**src/hw/rtl/slru_pkg.sv**
```systemverilog
// ---------------------------------------------------------------------------
// slru_pkg
// Shared constants, codes, types and helpers of the set-associative cache.
// ---------------------------------------------------------------------------
package slru_pkg;

  // geometry
  localparam int MAX_SET_BITS    = 6;
  localparam int MAX_WAYS        = 8;
  localparam int MAX_OFFSET_BITS = 12;
  localparam int SET_W    = (MAX_SET_BITS > 0) ? MAX_SET_BITS : 1;
  localparam int NUM_SETS = 1 << SET_W;
  localparam int WAY_W    = (MAX_WAYS > 1) ? $clog2(MAX_WAYS) : 1;
  localparam int RANK_W   = WAY_W;
  localparam int WCNT_W   = $clog2(MAX_WAYS + 1);
  localparam int SHIFT_W  = $clog2(MAX_SET_BITS + MAX_OFFSET_BITS + 1);

  // field widths
  localparam int ADDR_W = 64;
  localparam int TAG_W  = 64;
  localparam int OPC_W  = 2;
  localparam int OUTC_W = 2;
  localparam int TOT_W  = 32;
  localparam int SETB_W = 3;
  localparam int OFFB_W = 4;
  localparam int WAYS_W = 4;

  // config port
  localparam int CFG_AW = 4;
  localparam int CFG_DW = 32;

  // access opcodes
  localparam logic [OPC_W-1:0] OP_IFETCH = 2'd0;
  localparam logic [OPC_W-1:0] OP_LOAD   = 2'd1;
  localparam logic [OPC_W-1:0] OP_STORE  = 2'd2;
  localparam logic [OPC_W-1:0] OP_MODIFY = 2'd3;

  // outcome codes
  localparam logic [OUTC_W-1:0] OUT_IGNORED = 2'd0;
  localparam logic [OUTC_W-1:0] OUT_HIT     = 2'd1;
  localparam logic [OUTC_W-1:0] OUT_MISS    = 2'd2;
  localparam logic [OUTC_W-1:0] OUT_EVICT   = 2'd3;

  // register indexes
  localparam logic [1:0] REG_SET_BITS    = 2'd0;
  localparam logic [1:0] REG_OFFSET_BITS = 2'd1;
  localparam logic [1:0] REG_WAYS        = 2'd2;

  typedef struct packed {
    logic [SETB_W-1:0] set_index_bits;
    logic [OFFB_W-1:0] offset_bits;
    logic [WAYS_W-1:0] ways_in_use;
  } cfg_t;

  // one set: valid bits, recency ranks and tags of all ways
  typedef struct packed {
    logic [MAX_WAYS-1:0]             valid;
    logic [MAX_WAYS-1:0][RANK_W-1:0] rank;
    logic [MAX_WAYS-1:0][TAG_W-1:0]  tag;
  } row_t;

  typedef struct packed {
    logic [OUTC_W-1:0] outcome;
    logic              write_en;
    row_t              new_row;
  } upd_t;

  function automatic logic [SHIFT_W-1:0] eff_set_bits(input cfg_t c);
    if (32'(c.set_index_bits) > MAX_SET_BITS) return SHIFT_W'(MAX_SET_BITS);
    return SHIFT_W'(c.set_index_bits);
  endfunction

  function automatic logic [SHIFT_W-1:0] eff_offset_bits(input cfg_t c);
    if (32'(c.offset_bits) > MAX_OFFSET_BITS) return SHIFT_W'(MAX_OFFSET_BITS);
    return SHIFT_W'(c.offset_bits);
  endfunction

  function automatic logic [WCNT_W-1:0] eff_ways(input cfg_t c);
    if (c.ways_in_use == '0) return WCNT_W'(1);
    if (32'(c.ways_in_use) > MAX_WAYS) return WCNT_W'(MAX_WAYS);
    return WCNT_W'(c.ways_in_use);
  endfunction

  // saturating add of a small increment
  function automatic logic [TOT_W-1:0] sat_add(input logic [TOT_W-1:0] v,
                                               input logic [1:0] inc);
    logic [TOT_W:0] sum;
    sum = {1'b0, v} + (TOT_W + 1)'(inc);
    return sum[TOT_W] ? {TOT_W{1'b1}} : sum[TOT_W-1:0];
  endfunction

endpackage

```
**src/hw/rtl/slru_upd.sv**
```systemverilog
// ---------------------------------------------------------------------------
// slru_upd
// Set update logic: tag match, fill or victim choice, LRU rank aging.
// ---------------------------------------------------------------------------
module slru_upd import slru_pkg::*; (
  input  row_t              row_i,
  input  logic [TAG_W-1:0]  tag_i,
  input  logic [WCNT_W-1:0] ways_i,
  input  logic [OPC_W-1:0]  opcode_i,
  output upd_t              upd_o
);

  logic [MAX_WAYS-1:0] active;
  logic [MAX_WAYS-1:0] hit_vec;
  logic [MAX_WAYS-1:0] inv_vec;
  logic                hit_any;
  logic                inv_any;
  logic [WAY_W-1:0]    hit_way;
  logic [WAY_W-1:0]    inv_way;
  logic [WAY_W-1:0]    vic_way;
  logic [RANK_W-1:0]   vic_rank;
  logic [WAY_W-1:0]    sel_way;
  logic [WCNT_W-1:0]   old_rank;
  row_t                row_nxt;

  // per-way match and free flags
  always_comb begin
    for (int i = 0; i < MAX_WAYS; i++) begin
      active[i]  = WCNT_W'(i) < ways_i;
      hit_vec[i] = active[i] && row_i.valid[i] && (row_i.tag[i] == tag_i);
      inv_vec[i] = active[i] && !row_i.valid[i];
    end
    hit_any = |hit_vec;
    inv_any = |inv_vec;
  end

  // lowest matching way and lowest free way
  always_comb begin
    hit_way = '0;
    inv_way = '0;
    for (int i = MAX_WAYS - 1; i >= 0; i--) begin
      if (hit_vec[i]) hit_way = WAY_W'(i);
      if (inv_vec[i]) inv_way = WAY_W'(i);
    end
  end

  // oldest active way, ties to the lowest way
  always_comb begin
    vic_way  = '0;
    vic_rank = row_i.rank[0];
    for (int i = 1; i < MAX_WAYS; i++) begin
      if (active[i] && (row_i.rank[i] > vic_rank)) begin
        vic_way  = WAY_W'(i);
        vic_rank = row_i.rank[i];
      end
    end
  end

  // pick the way to touch and its old rank
  always_comb begin
    if (hit_any) begin
      sel_way  = hit_way;
      old_rank = WCNT_W'(row_i.rank[hit_way]);
    end else if (inv_any) begin
      sel_way  = inv_way;
      old_rank = WCNT_W'(MAX_WAYS);
    end else begin
      sel_way  = vic_way;
      old_rank = WCNT_W'(vic_rank);
    end
  end

  // age younger lines, make the touched line most recent, refill on miss
  always_comb begin
    row_nxt = row_i;
    for (int i = 0; i < MAX_WAYS; i++) begin
      if (active[i] && (WAY_W'(i) != sel_way) && row_i.valid[i] &&
          (WCNT_W'(row_i.rank[i]) < old_rank) &&
          (row_i.rank[i] != RANK_W'(MAX_WAYS - 1))) begin
        row_nxt.rank[i] = row_i.rank[i] + RANK_W'(1);
      end
    end
    row_nxt.rank[sel_way] = '0;
    if (!hit_any) begin
      row_nxt.valid[sel_way] = 1'b1;
      row_nxt.tag[sel_way]   = tag_i;
    end
  end

  // outcome
  always_comb begin
    upd_o.new_row = row_nxt;
    if (opcode_i == OP_IFETCH) begin
      upd_o.outcome  = OUT_IGNORED;
      upd_o.write_en = 1'b0;
    end else begin
      upd_o.write_en = 1'b1;
      if (hit_any)      upd_o.outcome = OUT_HIT;
      else if (inv_any) upd_o.outcome = OUT_MISS;
      else              upd_o.outcome = OUT_EVICT;
    end
  end

endmodule

```
**config.mk**
```make
export PLATFORM = sky130hd
export DESIGN_NAME = slru_upd
export DESIGN_NICKNAME = d
export VERILOG_FILES = /design/src/hw/rtl/slru_pkg.sv /design/src/hw/rtl/slru_upd.sv
export SDC_FILE = /design/constraint.sdc
export NUM_CORES = 1
export LEC_CHECK = 0
export BUFFER_PORTS_ARGS = -buffer_cell sky130_fd_sc_hd__buf_4
export CAP_MARGIN = 20
export CORE_AREA = 2 2 446 448
export DETAILED_ROUTE_END_ITERATION = 12
export DIE_AREA = 0 0 448 450
export GPL_TIMING_DRIVEN = 1
export SYNTH_ARGS = -nofsm -noshare
export SYNTH_HDL_FRONTEND = slang
export SYNTH_SLANG_ARGS = --single-unit
```
**constraint.sdc**
```tcl
create_clock -name vclk -period 13.76
set_clock_uncertainty 0.2 [all_clocks]
set_input_delay 0.688 -clock vclk [all_inputs]
set_output_delay 0.688 -clock vclk [all_outputs]
set_load 0.05 [all_outputs]
```
Yosys cells after proc, flatten, opt, wreduce, memory -nomap -nowiden
Index checks and enable logic that the tools add are counted.
Cells by class
  bitwise operators: 3
  div/mod/pow operators: 0
  reduce and logical (&&, ||, !) cells: 76
  equal/unequal tests: 23
  shifts and indexed selects: 0
  multiplexer cells: 56
  order comparisons: 26
  add/sub/neg operators: 8
  $mul: 0
Operator list (count)
  $bwmux 512: 1
  $eq 64x64->1: 8
  $mux 512: 1
  $demux 64 s3: 1
  $mux 3: 42
  $logic_and 1x1->1: 64
  $mux 64: 1
  $lt 3x4->1: 8
  $add 3x1->3 const B: 8
  $and 24x24->24: 1
  $ne 3x3->1 const B: 8
  $not 24->24: 1
  $gt 3x3->1: 7
  $lt 3x4->1 const A: 4
  $reduce_or 8->1: 2
  $ne 3x3->1 const A: 4
  $bmux 3 s3: 1
  $demux 3 s3: 1
  $logic_not 1->1: 8
  $lt 1x4->1 const A: 2
  $lt 2x4->1 const A: 2
  $lt 3x4->1 const B: 2
  $mux 4: 2
  $mux 8: 1
  other kinds (9): 12
Storage, ports and cells
  memories: 0
  input bits: 614
  bits in read-only memories: 0
  latch bits: 0
  memory bits (writable): 0
  output and inout port bits: 547
  flip-flop bits (word level): 0

Longest topological paths before layout
  depth in word-level cells: 30
  mapped depth: 60
  depth with buffers taken out: 57

Least setup slack after synthesis
Ideal clock, no wire load.
  kind: input to output
  start point: in row_i[514] in the netlist's numbering
  end point: out upd_o[522] in the netlist's numbering
  stages on the path: 54
  data arrival time: 12464 ps
  setup slack: 408 ps
  data required time: 12872 ps
  cells stage by stage: clkbuf_1 > inv_1 > ha_1 > and3b_1 > o21a_1 > buf_2 > nand2_1 > o21ai_0 > ha_1 > nor2_1 > nor2_1 > o22ai_1 > mux2i_1 > a21o_1 > mux2_2 > ha_1 > nor3_1 > a41oi_1 > [18 not listed] > a21o_1 > a21oi_1 > a311oi_1 > mux2_2 > ha_1 > nand3_1 > nand2_1 > a21oi_1 > o21ai_0 > nand3_1 > a21oi_1 > a21oi_1 > ha_1 > inv_1 > a311oi_1 > nor3_1 > or2_1 > o31ai_1
RTL lines
  start: declaration: RTL line slru_upd.sv:6  | input row_t row_i,
  end: declaration: RTL line slru_upd.sv:10  | output upd_t upd_o

==> run summary <==
CRITICAL PATH
----------------------------------------------------------------------------------
Launching element of the worst setup path ...........................   row_i[514]
Nature of the critical path endpoint ................................  output port
Delay contributed by the slowest stage of the critical path .........      0.47 ns
Category of the critical setup timing path ..........................       in2out
Termination of the worst setup path .................................   upd_o[164]
Required @ worst endpoint ...........................................     12.87 ns
Library cell appearing most often on the critical path .............. sky130_fd_sc_hd__ha_1
Data arrival time of the critical path ..............................     12.27 ns
Slowest cell on the critical path ................................... sky130_fd_sc_hd__or3_1
Kind of start point of the critical path ............................ primary input
CP max FO ...........................................................           20

STA
----------------------------------------------------------------------------------
Slew headroom .......................................................        0.121
Final-layout setup total negative slack .............................         0 ns
Slew at the pin closest to its max-slew limit .......................      1.31 ns
Maximum clock frequency .............................................   0.0760 GHz
Setup repair after global routing missed its margin .................        false
Max-slew violation total from the final report ......................            0
Final count of hold timing violations ...............................            0
Fin crit share ......................................................        0.956
Min Tclk post-route .................................................     13.16 ns
Total of endpoints with negative setup slack in the final report ....            0

FLOORPLANNING
----------------------------------------------------------------------------------
Area enclosed by the die boundary ................................... 202,000 um^2
Initial standard-cell utilization of the core .......................       0.0860
Die height ..........................................................       450 um
Number of cell rows .................................................          163
Top-level I/O count .................................................        1,161
Die Span X ..........................................................       448 um
Area of the core .................................................... 197,000 um^2

PLACED DESIGN
----------------------------------------------------------------------------------
Count of placed standard cells including taps .......................        5,880
DP Wirelength .......................................................   268,000 um
Count of input and output buffers ...................................        1,161
Final weighted congestion of routability-driven global placement ....         1.01

POWER AND IR DROP
----------------------------------------------------------------------------------
Internal power ......................................................     0.625 mW
Psw .................................................................      1.48 mW
Power share of the combinational group ..............................        1.000
Relative contribution of sequential cells to total power ............            0
Share of total power in the clock network ...........................            0
Worst VDD drop ......................................................    0.0514 mV
Sw Share ............................................................        0.703
Leakage power summed over all cells .................................      12.2 nW
Total power divided by cell area .................................... 70.1 nW/um^2

CELLS AND AREA
----------------------------------------------------------------------------------
Count of nets after finishing .......................................        3,896
Number of sequential cells ..........................................            0
Area growth from synthesis to layout ................................        77.9%
Clock buf count .....................................................            0
Proportion of layout cells with a drive suffix above 1 ..............        0.588
Final non-filler cell total .........................................        5,957
Area used by sequential logic in the layout .........................       0 um^2
Core utilization of the finished layout .............................        0.153

SYNTHESIS
----------------------------------------------------------------------------------
Yosys warning count .................................................            0
Distinct cells, synth ...............................................           92
Number of nets produced by synthesis ................................        2,750
Sequential cell area fraction in the yosys report ...................            0
Area of the mapped netlist ..........................................  16,900 um^2
Average footprint of a synthesized cell .............................    8.06 um^2
Post-Syn Instances ..................................................        2,099

DRT
----------------------------------------------------------------------------------
Total routed wirelength .............................................   304,000 um
First-pass detailed-route iteration total ...........................            6
Number of DRC violations after detailed routing .....................            0
Initial DRC Count ...................................................        3,410
Vias post-DR ........................................................        26.4k
Via density per instance ............................................         4.44
Wire per inst .......................................................      51.0 um
Remaining number of nets flagged by the antenna check after routing .            0

HOLD PATH
----------------------------------------------------------------------------------
Source of the worst hold timing path ................................   row_i[530]
Tightest Hold Check Type ............................................       in2out

GLOBAL ROUTING
----------------------------------------------------------------------------------
Initial antenna violation count .....................................          167
Total track usage ...................................................        0.287
Number of global-route vias before repair ...........................        24.7k
Met2 Use GR .........................................................        0.449
Pin count of the biggest net entering global routing ................           37
Global-route layer with the greatest usage ..........................         met2
Met1 demand-to-capacity share in global routing .....................        0.340
Global-route wire length before repair ..............................   356,000 um
Global-route track usage on met3 ....................................       0.0928
Remaining global-route overflow .....................................            0

OUTCOME
----------------------------------------------------------------------------------
Result of the run ................................................... finished clean

FLOW RUN
----------------------------------------------------------------------------------
Max-cap check violation count .......................................            0

CLOCK TREE
----------------------------------------------------------------------------------
Cts-stage hold buffer count .........................................            0

## power groups by stage
stage	logic, mW	clock network, mW	registers (mW)
2_1_floorplan	1.01	0	0
3_3_place_gp	2.07	0	0
3_5_place_dp	2.06	0	0
4_1_cts	2.07	0	0
5_1_grt	2.13	0.000000428	0
6_report	2.11	0.000000139	0
## layout make-up
| type | count | area, um^2 |
|---|---|---|
| antenna | 74 | 185 |
| fill | 22805 | 167000 |
| inverter | 42 | 158 |
| multi-input combinational | 1858 | 15900 |
| tap | 2640 | 3300 |
| timing repair buffer | 1343 | 10500 |
## through the flow
step           power, mW  hold slack [ns]  area (um^2)  worst slack (ns)
2_1_floorplan       1.01             1.42        16900             0.408
3_3_place_gp        2.07             1.58        29800            0.0732
3_5_place_dp        2.06             1.57        29800             0.181
4_1_cts             2.07             1.57        29800             0.139
5_1_grt             2.13             1.59        30000           0.00916
6_report            2.11             1.57        30100             0.602
## worst max-delay path: cells and delay by family
family,cells,cell delay (ns)
AND/OR/NAND/NOR,16,3.05
multiplexers,7,2.14
buffers and inverters,6,1.09
AO/OA/AOI/OAI,18,3.14
adder cells (fa/ha/maj),7,2.12
## per-layer routing
metal,wire (um),up-vias
li1,-,10070
met1,117000,13410
met2,136000,2319
met3,30400,596
met4,20100,52
met5,414,-
## cell usage after synthesis, drive strengths merged (7+ instances only)
library cell,instances,area share
nor2,73,0.017
inv,42,0.0093
nor2b,8,0.0031
clkbuf,89,0.020
nand3,25,0.0080
and2,8,0.0030
nand4,106,0.039
nand2b,20,0.0074
a21o,11,0.0049
nor3,27,0.0095
a211oi,11,0.0055
or4,11,0.0049
or3,18,0.0067
o21ai,37,0.011
nor4,142,0.053
xnor2,214,0.11
nand2,84,0.019
nand4b,8,0.0041
and4,8,0.0041
o21a,11,0.0050
a21oi,28,0.0087
or2,9,0.0033
mux2i,21,0.013
o211ai,10,0.0047
xor2,299,0.15
nor4b,12,0.0062
buf,110,0.038
mux2,513,0.34
o31ai,8,0.0041
o22ai,7,0.0026
ha,37,0.027
## kinds of logic after synthesis
logic type | Yosys count | synth area share
AO/OA/AOI/OAI | 183 | 0.0790
AND/OR/NAND/NOR | 589 | 0.204
adder cells (fa/ha/maj) | 38 | 0.0280
buffers and inverters | 241 | 0.0667
XOR/XNOR | 513 | 0.266
multiplexers | 535 | 0.356
## worst min-delay path by stage
stage,endpoint,cells after the start
detailed placement,upd_o[530],3
global placement,upd_o[530],3
floorplan,upd_o[536],1
CTS,upd_o[530],3
finish,upd_o[530],3
global route,upd_o[530],3
## repair_timing
item                                    4_1_cts  5_1_grt
endpoints found under the hold margin         0        0
buffers inserted                              0        3
resized for setup                             0       18
endpoints found under the setup margin        0      544
## layout by cell type (no fill, tap or decap), types with 6 or more instances in the layout
cell type / n
sky130_fd_sc_hd__nor3_1: 21
sky130_fd_sc_hd__nand3_1: 19
sky130_fd_sc_hd__nand2_1: 84
sky130_fd_sc_hd__o22ai_1: 7
sky130_fd_sc_hd__or4_1: 11
sky130_fd_sc_hd__or3_1: 17
sky130_fd_sc_hd__or2_2: 7
sky130_fd_sc_hd__diode_2: 74
sky130_fd_sc_hd__nor3_2: 6
sky130_fd_sc_hd__nand4_1: 106
sky130_fd_sc_hd__mux2_1: 7
sky130_fd_sc_hd__nor4b_1: 12
sky130_fd_sc_hd__and2_1: 8
sky130_fd_sc_hd__nand4b_1: 8
sky130_fd_sc_hd__o211ai_1: 9
sky130_fd_sc_hd__nor4_1: 141
sky130_fd_sc_hd__buf_4: 1309
sky130_fd_sc_hd__xor2_1: 299
sky130_fd_sc_hd__a211oi_1: 9
sky130_fd_sc_hd__and4_1: 8
sky130_fd_sc_hd__buf_12: 33
sky130_fd_sc_hd__nor2_1: 67
sky130_fd_sc_hd__mux2i_1: 19
sky130_fd_sc_hd__inv_1: 42
sky130_fd_sc_hd__o21a_1: 10
sky130_fd_sc_hd__mux2_2: 502
sky130_fd_sc_hd__ha_1: 37
sky130_fd_sc_hd__a211o_1: 6
sky130_fd_sc_hd__nand2b_1: 20
sky130_fd_sc_hd__o21ai_0: 31
sky130_fd_sc_hd__nor2b_1: 6
sky130_fd_sc_hd__a21oi_1: 25
sky130_fd_sc_hd__a31oi_1: 6
sky130_fd_sc_hd__a21o_1: 11
sky130_fd_sc_hd__xnor2_1: 213
Note: power is estimated with default switching activity, not from simulation.
